## config.mk

```make
export PLATFORM = sky130hd
export DESIGN_NAME = ip_five_tuple_parser
export DESIGN_NICKNAME = d
export VERILOG_FILES = /design/src/rtl/ipftp_pkg.sv /design/src/rtl/ipftp_byte_track.sv /design/src/rtl/ipftp_emit.sv /design/src/rtl/ip_five_tuple_parser.sv
export SDC_FILE = /design/constraint.sdc
export NUM_CORES = 2
export LEC_CHECK = 0
export ABC_AREA = 1
export BUFFER_PORTS_ARGS = -buffer_cell sky130_fd_sc_hd__buf_2
export CAP_MARGIN = 25
export CORE_ASPECT_RATIO = 0.75
export CORE_MARGIN = 2
export CORE_UTILIZATION = 30
export CTS_CLUSTER_DIAMETER = 80
export DETAILED_ROUTE_END_ITERATION = 8
export GPL_TIMING_DRIVEN = 0
export MAX_ROUTING_LAYER = met4
export SETUP_SLACK_MARGIN = 0.15
export SLEW_MARGIN = 20
export SYNTH_ARGS = -nofsm -noshare
export SYNTH_HDL_FRONTEND = slang
export SYNTH_HIERARCHICAL = 1
export SYNTH_SLANG_ARGS = --single-unit
```

## constraint.sdc

```tcl
create_clock -name clk -period 24 [get_ports clk]
set_input_delay 1.2 -clock clk [delete_from_list [all_inputs] [get_ports clk]]
set_output_delay 1.2 -clock clk [all_outputs]
set_load 0.03 [all_outputs]
```

## src/rtl/ipftp_pkg.sv

```systemverilog
// Package for the IPv4 / IPv6 five-tuple parser.
// Holds protocol codes, fixed header offsets, length minimums and the result word type.
// No dependencies.
`default_nettype none

package ipftp_pkg;

	// default sizing, handed down from the top level
	localparam int MAX_PACKET_BYTES_DEF = 65535;
	localparam int MAX_EXT_HEADERS_DEF  = 8;

	// IP version nibbles
	localparam logic [3:0] VER_V4 = 4'd4;
	localparam logic [3:0] VER_V6 = 4'd6;

	// next-header / protocol codes
	localparam logic [7:0] NH_HOP_BY_HOP = 8'd0;
	localparam logic [7:0] NH_ROUTING    = 8'd43;
	localparam logic [7:0] NH_FRAGMENT   = 8'd44;
	localparam logic [7:0] NH_AUTH       = 8'd51;
	localparam logic [7:0] NH_DEST_OPT   = 8'd60;
	localparam logic [7:0] PROTO_ICMP    = 8'd1;
	localparam logic [7:0] PROTO_TCP     = 8'd6;
	localparam logic [7:0] PROTO_UDP     = 8'd17;
	localparam logic [7:0] PROTO_ICMPV6  = 8'd58;

	// fixed byte offsets
	localparam int V4_PROTO_POS  = 9;
	localparam int V4_SRC_POS    = 12;
	localparam int V4_DST_POS    = 16;
	localparam int V4_MIN_LEN    = 20;
	localparam int V4_MIN_IHL    = 5;
	localparam int V6_NH_POS     = 6;
	localparam int V6_SRC_POS    = 8;
	localparam int V6_DST_POS    = 24;
	localparam int V6_HDR_LEN    = 40;

	// transport field offsets and minimum lengths
	localparam int TP_PORT_BYTES = 4;
	localparam int TP_TYPE_POS   = 0;
	localparam int TP_CODE_POS   = 1;
	localparam int TP_FLAGS_POS  = 13;
	localparam int TCP_MIN_LEN   = 20;
	localparam int UDP_MIN_LEN   = 8;
	localparam int ICMP_MIN_LEN  = 4;

	// one extension header unit is eight bytes
	localparam int EXT_UNIT      = 8;
	localparam int EXT_MAX_BYTES = 2048;

	typedef struct packed {
		logic        ok;
		logic        is_v6;
		logic [7:0]  protocol;
		logic [63:0] src_ip_hi;
		logic [63:0] src_ip_lo;
		logic [63:0] dst_ip_hi;
		logic [63:0] dst_ip_lo;
		logic [15:0] l4_sport;
		logic [15:0] l4_dport;
		logic [7:0]  tcp_ctl;
		logic [7:0]  msg_type;
		logic [7:0]  msg_code;
	} result_t;

	function automatic logic is_ext_header(input logic [7:0] nh);
		return (nh == NH_HOP_BY_HOP) || (nh == NH_ROUTING) || (nh == NH_FRAGMENT) ||
			(nh == NH_AUTH) || (nh == NH_DEST_OPT);
	endfunction

endpackage

`default_nettype wire

```

## src/rtl/ipftp_byte_track.sv

```systemverilog
// Per-packet parse state and its update for one byte word.
// Captures addresses, protocol and transport bytes, walks IPv6 extension headers.
// Depends on ipftp_pkg.
`default_nettype none

module ipftp_byte_track #(
	parameter int MAX_PACKET_BYTES = ipftp_pkg::MAX_PACKET_BYTES_DEF,
	parameter int MAX_EXT_HEADERS  = ipftp_pkg::MAX_EXT_HEADERS_DEF,
	localparam int POS_W  = $clog2(MAX_PACKET_BYTES + 1),
	localparam int EXT_W  = $clog2(MAX_PACKET_BYTES + ipftp_pkg::EXT_MAX_BYTES + 1),
	localparam int SEEN_W = $clog2(MAX_EXT_HEADERS + 1)
) (
	input  wire logic              clk,
	input  wire logic              arst_n,
	input  wire logic              take,
	input  wire logic [7:0]        data_byte,
	input  wire logic              last,
	input  wire logic              opcode,
	output logic [POS_W-1:0]       n_len,
	output logic                   n_mode_v6,
	output logic                   n_header_ok,
	output logic [3:0]             n_hlw,
	output logic [7:0]             n_next_header,
	output logic                   n_walk_done,
	output logic [EXT_W-1:0]       n_transport_start,
	output logic [63:0]            n_src_hi,
	output logic [63:0]            n_src_lo,
	output logic [63:0]            n_dst_hi,
	output logic [63:0]            n_dst_lo,
	output logic [31:0]            n_port_pair,
	output logic [23:0]            n_flag_icmp
);

	logic [POS_W-1:0]  byte_index_q;
	logic              mode_v6_q;
	logic              header_ok_q;
	logic [3:0]        hlw_q;
	logic [7:0]        next_header_q;
	logic [EXT_W-1:0]  ext_start_q;
	logic [SEEN_W-1:0] ext_seen_q;
	logic              walk_done_q;
	logic [EXT_W-1:0]  transport_start_q;
	logic [63:0]       src_hi_q, src_lo_q, dst_hi_q, dst_lo_q;
	logic [31:0]       port_pair_q;
	logic [23:0]       flag_icmp_q;
	logic [7:0]        pending_q;

	logic [EXT_W-1:0]  n_ext_start;
	logic [SEEN_W-1:0] n_ext_seen;
	logic [7:0]        n_pending;
	logic [POS_W-1:0]  pos;
	logic [EXT_W-1:0]  pos_x;
	logic [EXT_W-1:0]  rel;
	logic              mode;

	assign pos   = byte_index_q;
	assign pos_x = EXT_W'(pos);
	assign rel   = pos_x - transport_start_q;
	assign mode  = (pos == '0) ? opcode : mode_v6_q;

	always_comb begin
		n_len             = byte_index_q;
		n_mode_v6         = mode_v6_q;
		n_header_ok       = header_ok_q;
		n_hlw             = hlw_q;
		n_next_header     = next_header_q;
		n_ext_start       = ext_start_q;
		n_ext_seen        = ext_seen_q;
		n_walk_done       = walk_done_q;
		n_transport_start = transport_start_q;
		n_src_hi          = src_hi_q;
		n_src_lo          = src_lo_q;
		n_dst_hi          = dst_hi_q;
		n_dst_lo          = dst_lo_q;
		n_port_pair       = port_pair_q;
		n_flag_icmp       = flag_icmp_q;
		n_pending         = pending_q;

		// bytes past the saturation point leave the state alone
		if (pos < POS_W'(MAX_PACKET_BYTES)) begin
			n_len     = pos + POS_W'(1);
			n_mode_v6 = mode;

			// transport capture runs on the start offset fixed by earlier words
			if (walk_done_q && (pos_x >= transport_start_q)) begin
				if (rel < EXT_W'(ipftp_pkg::TP_PORT_BYTES))
					n_port_pair = {port_pair_q[23:0], data_byte};
				if (rel == EXT_W'(ipftp_pkg::TP_TYPE_POS))
					n_flag_icmp[15:8] = data_byte;
				if (rel == EXT_W'(ipftp_pkg::TP_CODE_POS))
					n_flag_icmp[7:0] = data_byte;
				if (rel == EXT_W'(ipftp_pkg::TP_FLAGS_POS))
					n_flag_icmp[23:16] = data_byte;
			end

			if (!mode) begin
				if (pos == '0) begin
					n_header_ok       = (data_byte[7:4] == ipftp_pkg::VER_V4);
					n_hlw             = data_byte[3:0];
					n_transport_start = EXT_W'({data_byte[3:0], 2'b00});
					n_walk_done       = 1'b1;
				end else if (pos == POS_W'(ipftp_pkg::V4_PROTO_POS)) begin
					n_next_header = data_byte;
				end else if ((pos >= POS_W'(ipftp_pkg::V4_SRC_POS)) &&
						(pos < POS_W'(ipftp_pkg::V4_DST_POS))) begin
					n_src_lo = {32'd0, src_lo_q[23:0], data_byte};
				end else if ((pos >= POS_W'(ipftp_pkg::V4_DST_POS)) &&
						(pos < POS_W'(ipftp_pkg::V4_MIN_LEN))) begin
					n_dst_lo = {32'd0, dst_lo_q[23:0], data_byte};
				end
			end else begin
				if (pos == '0) begin
					n_header_ok = (data_byte[7:4] == ipftp_pkg::VER_V6);
				end else if (pos == POS_W'(ipftp_pkg::V6_NH_POS)) begin
					n_next_header = data_byte;
				end else if ((pos >= POS_W'(ipftp_pkg::V6_SRC_POS)) &&
						(pos < POS_W'(ipftp_pkg::V6_SRC_POS + 8))) begin
					n_src_hi = {src_hi_q[55:0], data_byte};
				end else if ((pos >= POS_W'(ipftp_pkg::V6_SRC_POS + 8)) &&
						(pos < POS_W'(ipftp_pkg::V6_DST_POS))) begin
					n_src_lo = {src_lo_q[55:0], data_byte};
				end else if ((pos >= POS_W'(ipftp_pkg::V6_DST_POS)) &&
						(pos < POS_W'(ipftp_pkg::V6_DST_POS + 8))) begin
					n_dst_hi = {dst_hi_q[55:0], data_byte};
				end else if ((pos >= POS_W'(ipftp_pkg::V6_DST_POS + 8)) &&
						(pos < POS_W'(ipftp_pkg::V6_HDR_LEN))) begin
					n_dst_lo = {dst_lo_q[55:0], data_byte};
				end

				// extension walk: first byte is the next header, second the length
				if (!walk_done_q && (pos >= POS_W'(ipftp_pkg::V6_HDR_LEN))) begin
					if (pos_x == ext_start_q) begin
						n_pending = data_byte;
					end else if (pos_x == ext_start_q + EXT_W'(1)) begin
						if (next_header_q == ipftp_pkg::NH_FRAGMENT)
							n_ext_start = ext_start_q + EXT_W'(ipftp_pkg::EXT_UNIT);
						else
							n_ext_start = ext_start_q + EXT_W'({data_byte, 3'b000}) +
								EXT_W'(ipftp_pkg::EXT_UNIT);
						n_next_header = pending_q;
						n_ext_seen    = ext_seen_q + SEEN_W'(1);
					end
				end

				// stop at a non-extension header or at the header limit
				if (!walk_done_q && (pos >= POS_W'(ipftp_pkg::V6_NH_POS)) &&
						(!ipftp_pkg::is_ext_header(n_next_header) ||
						(n_ext_seen >= SEEN_W'(MAX_EXT_HEADERS)))) begin
					n_walk_done       = 1'b1;
					n_transport_start = n_ext_start;
				end
			end
		end
	end

	always_ff @(posedge clk or negedge arst_n) begin
		if (!arst_n) begin
			byte_index_q      <= '0;
			mode_v6_q         <= 1'b0;
			header_ok_q       <= 1'b1;
			hlw_q             <= '0;
			next_header_q     <= '0;
			ext_start_q       <= EXT_W'(ipftp_pkg::V6_HDR_LEN);
			ext_seen_q        <= '0;
			walk_done_q       <= 1'b0;
			transport_start_q <= '0;
			src_hi_q          <= '0;
			src_lo_q          <= '0;
			dst_hi_q          <= '0;
			dst_lo_q          <= '0;
			port_pair_q       <= '0;
			flag_icmp_q       <= '0;
			pending_q         <= '0;
		end else if (take) begin
			if (last) begin
				// end of packet: drop all per-packet state
				byte_index_q      <= '0;
				mode_v6_q         <= 1'b0;
				header_ok_q       <= 1'b1;
				hlw_q             <= '0;
				next_header_q     <= '0;
				ext_start_q       <= EXT_W'(ipftp_pkg::V6_HDR_LEN);
				ext_seen_q        <= '0;
				walk_done_q       <= 1'b0;
				transport_start_q <= '0;
				src_hi_q          <= '0;
				src_lo_q          <= '0;
				dst_hi_q          <= '0;
				dst_lo_q          <= '0;
				port_pair_q       <= '0;
				flag_icmp_q       <= '0;
				pending_q         <= '0;
			end else begin
				byte_index_q      <= n_len;
				mode_v6_q         <= n_mode_v6;
				header_ok_q       <= n_header_ok;
				hlw_q             <= n_hlw;
				next_header_q     <= n_next_header;
				ext_start_q       <= n_ext_start;
				ext_seen_q        <= n_ext_seen;
				walk_done_q       <= n_walk_done;
				transport_start_q <= n_transport_start;
				src_hi_q          <= n_src_hi;
				src_lo_q          <= n_src_lo;
				dst_hi_q          <= n_dst_hi;
				dst_lo_q          <= n_dst_lo;
				port_pair_q       <= n_port_pair;
				flag_icmp_q       <= n_flag_icmp;
				pending_q         <= n_pending;
			end
		end
	end

endmodule

`default_nettype wire

```

## src/rtl/ipftp_emit.sv

```systemverilog
// Length checks and result formation from the end-of-packet snapshot.
// Zeroes every field of a rejected packet.
// Depends on ipftp_pkg.
`default_nettype none

module ipftp_emit #(
	parameter int MAX_PACKET_BYTES = ipftp_pkg::MAX_PACKET_BYTES_DEF,
	localparam int POS_W = $clog2(MAX_PACKET_BYTES + 1),
	localparam int EXT_W = $clog2(MAX_PACKET_BYTES + ipftp_pkg::EXT_MAX_BYTES + 1)
) (
	input  wire logic [POS_W-1:0] len,
	input  wire logic             mode_v6,
	input  wire logic             header_ok,
	input  wire logic [3:0]       hlw,
	input  wire logic [7:0]       next_header,
	input  wire logic             walk_done,
	input  wire logic [EXT_W-1:0] transport_start,
	input  wire logic [63:0]      src_hi,
	input  wire logic [63:0]      src_lo,
	input  wire logic [63:0]      dst_hi,
	input  wire logic [63:0]      dst_lo,
	input  wire logic [31:0]      port_pair,
	input  wire logic [23:0]      flag_icmp,
	output ipftp_pkg::result_t    result
);

	logic [EXT_W-1:0] len_x;
	logic [EXT_W-1:0] tlen;
	logic [7:0]       icmp_proto;
	logic             ts_fits;
	logic             net_ok;
	logic             ok;
	logic             is_tcp, is_udp, is_icmp;

	assign len_x      = EXT_W'(len);
	assign ts_fits    = (transport_start <= len_x);
	assign tlen       = ts_fits ? (len_x - transport_start) : '0;
	assign icmp_proto = mode_v6 ? ipftp_pkg::PROTO_ICMPV6 : ipftp_pkg::PROTO_ICMP;
	assign is_tcp     = (next_header == ipftp_pkg::PROTO_TCP);
	assign is_udp     = (next_header == ipftp_pkg::PROTO_UDP);
	assign is_icmp    = (next_header == icmp_proto);

	always_comb begin
		if (mode_v6)
			net_ok = (len_x >= EXT_W'(ipftp_pkg::V6_HDR_LEN)) && header_ok && walk_done &&
				ts_fits;
		else
			net_ok = (len_x >= EXT_W'(ipftp_pkg::V4_MIN_LEN)) && header_ok &&
				(hlw >= 4'(ipftp_pkg::V4_MIN_IHL)) && (len_x >= EXT_W'({hlw, 2'b00}));
	end

	assign ok = net_ok &&
		!(is_tcp && (tlen < EXT_W'(ipftp_pkg::TCP_MIN_LEN))) &&
		!(is_udp && (tlen < EXT_W'(ipftp_pkg::UDP_MIN_LEN))) &&
		!(is_icmp && (tlen < EXT_W'(ipftp_pkg::ICMP_MIN_LEN)));

	always_comb begin
		result = '0;
		if (ok) begin
			result.ok        = 1'b1;
			result.is_v6     = mode_v6;
			result.protocol  = next_header;
			result.src_ip_hi = src_hi;
			result.src_ip_lo = src_lo;
			result.dst_ip_hi = dst_hi;
			result.dst_ip_lo = dst_lo;
			if (is_tcp || is_udp) begin
				result.l4_sport = port_pair[31:16];
				result.l4_dport = port_pair[15:0];
			end
			if (is_tcp)
				result.tcp_ctl = flag_icmp[23:16];
			if (is_icmp) begin
				result.msg_type = flag_icmp[15:8];
				result.msg_code = flag_icmp[7:0];
			end
		end
	end

endmodule

`default_nettype wire

```

## src/rtl/ip_five_tuple_parser.sv

```systemverilog
// Top level of the IPv4 / IPv6 five-tuple parser: handshakes, snapshot and result registers.
// Depends on ipftp_pkg, ipftp_byte_track and ipftp_emit.
//
// Channel   Direction  Handshake            Payload
// input     in         in_valid / in_stall  data_byte, last, opcode (one byte word per transfer)
// result    out        out_valid / out_stall ok, is_v6, protocol, addresses, ports, flags, ICMP
//
// One byte word is taken every cycle while in_stall is low; parse state updates in the same cycle.
// The word with last set snapshots the final state (_s1); the result register (_s2)
// then takes the result formed from that snapshot once the result side is not stalled.
// Reset clears all parse state and both valid flags; no clearing pass is needed.
// Input stalls only while a snapshot waits behind a stalled result.
`default_nettype none

module ip_five_tuple_parser #(
	parameter int MAX_PACKET_BYTES = ipftp_pkg::MAX_PACKET_BYTES_DEF,
	parameter int MAX_EXT_HEADERS  = ipftp_pkg::MAX_EXT_HEADERS_DEF
) (
	input  wire logic        clk,
	input  wire logic        arst_n,
	input  wire logic        in_valid,
	output logic             in_stall,
	input  wire logic [7:0]  data_byte,
	input  wire logic        last,
	input  wire logic        opcode,
	output logic             out_valid,
	input  wire logic        out_stall,
	output logic             ok,
	output logic             is_v6,
	output logic [7:0]       protocol,
	output logic [63:0]      src_ip_hi,
	output logic [63:0]      src_ip_lo,
	output logic [63:0]      dst_ip_hi,
	output logic [63:0]      dst_ip_lo,
	output logic [15:0]      l4_sport,
	output logic [15:0]      l4_dport,
	output logic [7:0]       tcp_ctl,
	output logic [7:0]       msg_type,
	output logic [7:0]       msg_code
);

	localparam int POS_W = $clog2(MAX_PACKET_BYTES + 1);
	localparam int EXT_W = $clog2(MAX_PACKET_BYTES + ipftp_pkg::EXT_MAX_BYTES + 1);

	logic             take;
	logic             adv_s1;
	logic             vld_s1;

	logic [POS_W-1:0] n_len;
	logic             n_mode_v6, n_header_ok, n_walk_done;
	logic [3:0]       n_hlw;
	logic [7:0]       n_next_header;
	logic [EXT_W-1:0] n_transport_start;
	logic [63:0]      n_src_hi, n_src_lo, n_dst_hi, n_dst_lo;
	logic [31:0]      n_port_pair;
	logic [23:0]      n_flag_icmp;

	logic [POS_W-1:0] len_s1;
	logic             mode_v6_s1, header_ok_s1, walk_done_s1;
	logic [3:0]       hlw_s1;
	logic [7:0]       next_header_s1;
	logic [EXT_W-1:0] transport_start_s1;
	logic [63:0]      src_hi_s1, src_lo_s1, dst_hi_s1, dst_lo_s1;
	logic [31:0]      port_pair_s1;
	logic [23:0]      flag_icmp_s1;

	ipftp_pkg::result_t result;
	ipftp_pkg::result_t res_s2;

	assign adv_s1   = !out_valid || !out_stall;
	assign in_stall = vld_s1 && !adv_s1;
	assign take     = in_valid && !in_stall;

	ipftp_byte_track #(
		.MAX_PACKET_BYTES (MAX_PACKET_BYTES),
		.MAX_EXT_HEADERS  (MAX_EXT_HEADERS)
	) u_track (
		.clk               (clk),
		.arst_n            (arst_n),
		.take              (take),
		.data_byte         (data_byte),
		.last              (last),
		.opcode            (opcode),
		.n_len             (n_len),
		.n_mode_v6         (n_mode_v6),
		.n_header_ok       (n_header_ok),
		.n_hlw             (n_hlw),
		.n_next_header     (n_next_header),
		.n_walk_done       (n_walk_done),
		.n_transport_start (n_transport_start),
		.n_src_hi          (n_src_hi),
		.n_src_lo          (n_src_lo),
		.n_dst_hi          (n_dst_hi),
		.n_dst_lo          (n_dst_lo),
		.n_port_pair       (n_port_pair),
		.n_flag_icmp       (n_flag_icmp)
	);

	always_ff @(posedge clk or negedge arst_n) begin
		if (!arst_n)
			vld_s1 <= 1'b0;
		else
			vld_s1 <= (take && last) || (vld_s1 && !adv_s1);
	end

	// snapshot the final packet state; held while the result side is stalled
	always_ff @(posedge clk) begin
		if (take && last) begin
			len_s1             <= n_len;
			mode_v6_s1         <= n_mode_v6;
			header_ok_s1       <= n_header_ok;
			hlw_s1             <= n_hlw;
			next_header_s1     <= n_next_header;
			walk_done_s1       <= n_walk_done;
			transport_start_s1 <= n_transport_start;
			src_hi_s1          <= n_src_hi;
			src_lo_s1          <= n_src_lo;
			dst_hi_s1          <= n_dst_hi;
			dst_lo_s1          <= n_dst_lo;
			port_pair_s1       <= n_port_pair;
			flag_icmp_s1       <= n_flag_icmp;
		end
	end

	ipftp_emit #(
		.MAX_PACKET_BYTES (MAX_PACKET_BYTES)
	) u_emit (
		.len             (len_s1),
		.mode_v6         (mode_v6_s1),
		.header_ok       (header_ok_s1),
		.hlw             (hlw_s1),
		.next_header     (next_header_s1),
		.walk_done       (walk_done_s1),
		.transport_start (transport_start_s1),
		.src_hi          (src_hi_s1),
		.src_lo          (src_lo_s1),
		.dst_hi          (dst_hi_s1),
		.dst_lo          (dst_lo_s1),
		.port_pair       (port_pair_s1),
		.flag_icmp       (flag_icmp_s1),
		.result          (result)
	);

	always_ff @(posedge clk or negedge arst_n) begin
		if (!arst_n)
			out_valid <= 1'b0;
		else if (adv_s1)
			out_valid <= vld_s1;
	end

	always_ff @(posedge clk) begin
		if (adv_s1 && vld_s1)
			res_s2 <= result;
	end

	assign ok        = res_s2.ok;
	assign is_v6     = res_s2.is_v6;
	assign protocol  = res_s2.protocol;
	assign src_ip_hi = res_s2.src_ip_hi;
	assign src_ip_lo = res_s2.src_ip_lo;
	assign dst_ip_hi = res_s2.dst_ip_hi;
	assign dst_ip_lo = res_s2.dst_ip_lo;
	assign l4_sport  = res_s2.l4_sport;
	assign l4_dport  = res_s2.l4_dport;
	assign tcp_ctl   = res_s2.tcp_ctl;
	assign msg_type  = res_s2.msg_type;
	assign msg_code  = res_s2.msg_code;

endmodule

`default_nettype wire
```

==> results.sh <==
export IMPL_status="finished, final reports clean"
export IMPL_period_share_pct=20.4
export IMPL_first_pass_iters=5
export IMPL_final_setup_skew_ns=0.0857
export IMPL_fill_cells=16000
export IMPL_cts_max_level=3
export IMPL_antenna_found_initial=6
export IMPL_grt_setup_unrepaired="no"
export IMPL_rows=127
export IMPL_post_route_min_period_ns=4.91
export IMPL_pin_count=338
export IMPL_die_x_um=469
export IMPL_dieArea_um2=165000
export IMPL_ant_nets=0
export IMPL_criticalPathCategory="in -> reg"
export IMPL_total_power_mw=4.77
export IMPL_reg2reg_depth=13
export IMPL_power_density_nw_per_um2=82.5
export IMPL_crit_fanout=9
export IMPL_holdWs_ns=0.240
export IMPL_avgRoutedWirePerCell_um=18.6
export IMPL_cts_setup_buffers=0
export IMPL_coreArea_um2=160000
export IMPL_viasPerCell=4.69
export IMPL_area_growth_pct=19.1
export IMPL_drtIter0Drc=3632
export IMPL_clock_fmax_mhz=204
export IMPL_postSynthNetCount=5123
export IMPL_insertion_delay_ns=0.77
export IMPL_critPathCaptureType="flop"
export IMPL_leakage_nw=27.1
export IMPL_cts_buffers=112
export IMPL_cp_start_kind="input pin"
export IMPL_cts_sinks=1070
export IMPL_ys_warnings_count=6
export IMPL_dp_hpwl_um=108000
export IMPL_num_vias=36400
export IMPL_gp_congestion=0.948
export IMPL_syn_inst=5049
export IMPL_drc_errors=0
export IMPL_tightest_slew_ns=1.06
export IMPL_postSynthAreaPerCell_um2=9.63
export IMPL_grt_pass1_wl_um=217000
export IMPL_clock_path_buffers=3
export IMPL_seq_area_um2=30200
export IMPL_clk_pin_slew_ns=0.06
export IMPL_port_buffers=337
export IMPL_ctsResizeCount=0
export IMPL_syn_area_um2=48600
export IMPL_fp_dieH_um=353
export IMPL_multi_input_area_um2=13300
export IMPL_maxCapViolCount=0
export IMPL_drive_gt1_share_pct=12.7
export IMPL_pre_cts_ws_ns=18.39
export IMPL_grt_max_degree=88
export IMPL_grt_pass1_vias=35200
export IMPL_place_inst=7554
export IMPL_root_buffer="clkbuf_16"
export IMPL_hold_viol_final=0
export IMPL_slew_headroom_pct=29.1
export IMPL_cp_arrival_ns=5.59
export IMPL_synth_seq_area_share_pct=62.1
export IMPL_grt_use_total_pct=17.7
export IMPL_setup_violations=0
export IMPL_synth_cell_types=62
export IMPL_slew_viol_final=0
export IMPL_hold_path_class="in -> async"
export IMPL_hold_buffers=0
export IMPL_fin_ws_ns=19.09
export IMPL_ys_ff_latch=1070
export IMPL_ir_drop_mv=0.0617
export IMPL_totalWireLength_um=144000
export IMPL_grt_overflow_total=0
export IMPL_cts_tree="yes"
export IMPL_finalNetCount=5614
export IMPL_initial_core_util_pct=30.3
export IMPL_fin_cells=7773
export IMPL_critical_path_required_ns=24.69
-- cell families after synthesis --
logic type | share of synthesized area (%)
AOI/OAI and AO/OA | 9.24
adders and majority gates | 1.58
buffers and inverters | 10.6
and+or+nand+nor | 15.9
DFF | 62.1
xor gates and xnor gates | 0.577
-- sequential cells by signal, summed over array words and instances (netlist names), 64 cells and up --
register and count:
dst_hi_s1 64, dst_ip_hi 64, dst_ip_lo 64, dst_lo_s1 64
src_hi_s1 64, src_ip_hi 64, src_ip_lo 64, src_lo_s1 64
u_track/dst_hi_q 64, u_track/dst_lo_q 64, u_track/src_hi_q 64, u_track/src_lo_q 64
-- final cells by class --
cell class / instances / share of cell area, %
Clock inverter: 83 / 1.74
Sequential cell: 1070 / 52.2
Inverter: 1059 / 6.87
Tap cell: 2128 / 4.60
Timing Repair Buffer: 377 / 4.62
Antenna cell: 5 / 0.0216
Clock buffer: 131 / 4.98
Multi-Input combinational cell: 2700 / 22.9
Buffer: 220 / 2.05
-- critical path: stages --
cell	delay, ns
buf_2	0.35
clkinv_1	0.80
ha_1	0.52
inv_1	0.06
ha_1	0.20
fa_1	0.23
a21oi_1	0.10
o21ai_0	0.19
nand2_1	0.10
nand2_1	0.07
nand2_1	0.04
nand2_1	0.08
nand2_1	0.05
nand2_1	0.05
nand2_1	0.07
a21boi_0	0.45
a41oi_1	0.44
nand2_1	0.17
nand3_1	0.09
nand2_1	0.15
nand2_1	0.07
nand2_1	0.06
-- placed cells by master, fill, tap and decap left out, types with 17 or more instances in the layout --
cell type     n
a21oi_1      67
and2_1       48
buf_16       27
buf_2       372
buf_4        17
buf_6        35
clkbuf_1    149
clkbuf_16   112
clkinv_1     26
clkinv_2     25
dfrtp_1     385
edfxtp_1    682
ha_1         58
inv_1      1033
inv_2        17
nand2_1    1016
nand3_1     165
nand4_1      59
nor2_1      453
nor3_1       20
o211ai_1     40
o21ai_0     295
o21ai_1      39
o22ai_1     276
xor2_1       24
-- worst paths after layout --
path / startpoint / endpoint / slack [ns]
worst max-delay path: data_byte[0] / u_track/transport_start_q[16] / 19.09
worst min-delay path: arst_n / u_track/port_pair_q[18] / 0.24
worst max register to register: u_track/byte_index_q[6] / transport_start_s1[3] / 19.89
worst min register to register: u_track/port_pair_q[27] / u_track/port_pair_q[27] / 0.48
max in group asynchronous: arst_n / u_track/dst_hi_q[12] / 22.28
min in group clk: u_track/port_pair_q[27] / u_track/port_pair_q[27] / 0.48
-- metal layers --
layer	part of all wire, %	GRT usage [%]	wire length [µm]
met5	0	-	0
met4	3.1	5.34	4550
met3	6.9	3.51	9890
met2	45	26.3	64600
met1	45	24.3	65400
-- through the flow --
stage	cell area [µm²]	setup TNS, ns	util (%)
2_1_floorplan	48600	0	-
3_5_place_dp	54000	0	33.7
3_3_place_gp	53000	-775.44	33.0
6_report	57900	0	36.1
5_1_grt	57900	0	36.1
4_1_cts	57900	0	36.1
-- cell usage after synthesis, drive strengths merged --
master  count  area (µm²)
clkinv      8        30.0
nor3       23         136
a21o        1        7.51
a221oi      1        8.76
o21bai     11        82.6
a32oi       1        8.76
buf        87         683
o221ai      2        17.5
edfxtp    682       20500
o22ai     276        1730
xor2       24         210
o31ai       2        15.0
o211ai     40         300
clkbuf    133         499
dfrtp     385        9630
fa          2        40.0
a31oi       7        43.8
a22o       10        87.6
a41oi       1        8.76
inv      1051        3950
a21oi      70         365
nand2    1032        3920
nor4       17         125
nor3b       2        25.0
and3        1        6.26
nand4      61         394
nor2      466        1820
a21boi      4        30.0
ha         58         726
dfstp       3        78.8
and2       49         307
o41ai       1        8.76
a211oi      2        15.0
nand3     172         903
nand3b      7        52.6
xnor2       8        70.1
or2         3        18.8
o21a       10        75.1
a211o       1        8.76
o21ai     335        1680
-- report_power, final --
part | internal, mW | switching, mW | leakage [nW]
clock | 1.03 | 0.786 | 1.88
sequential | 2.11 | 0.0614 | 12.0
combinational | 0.227 | 0.561 | 13.3
Power figures use the tool's default switching activity.
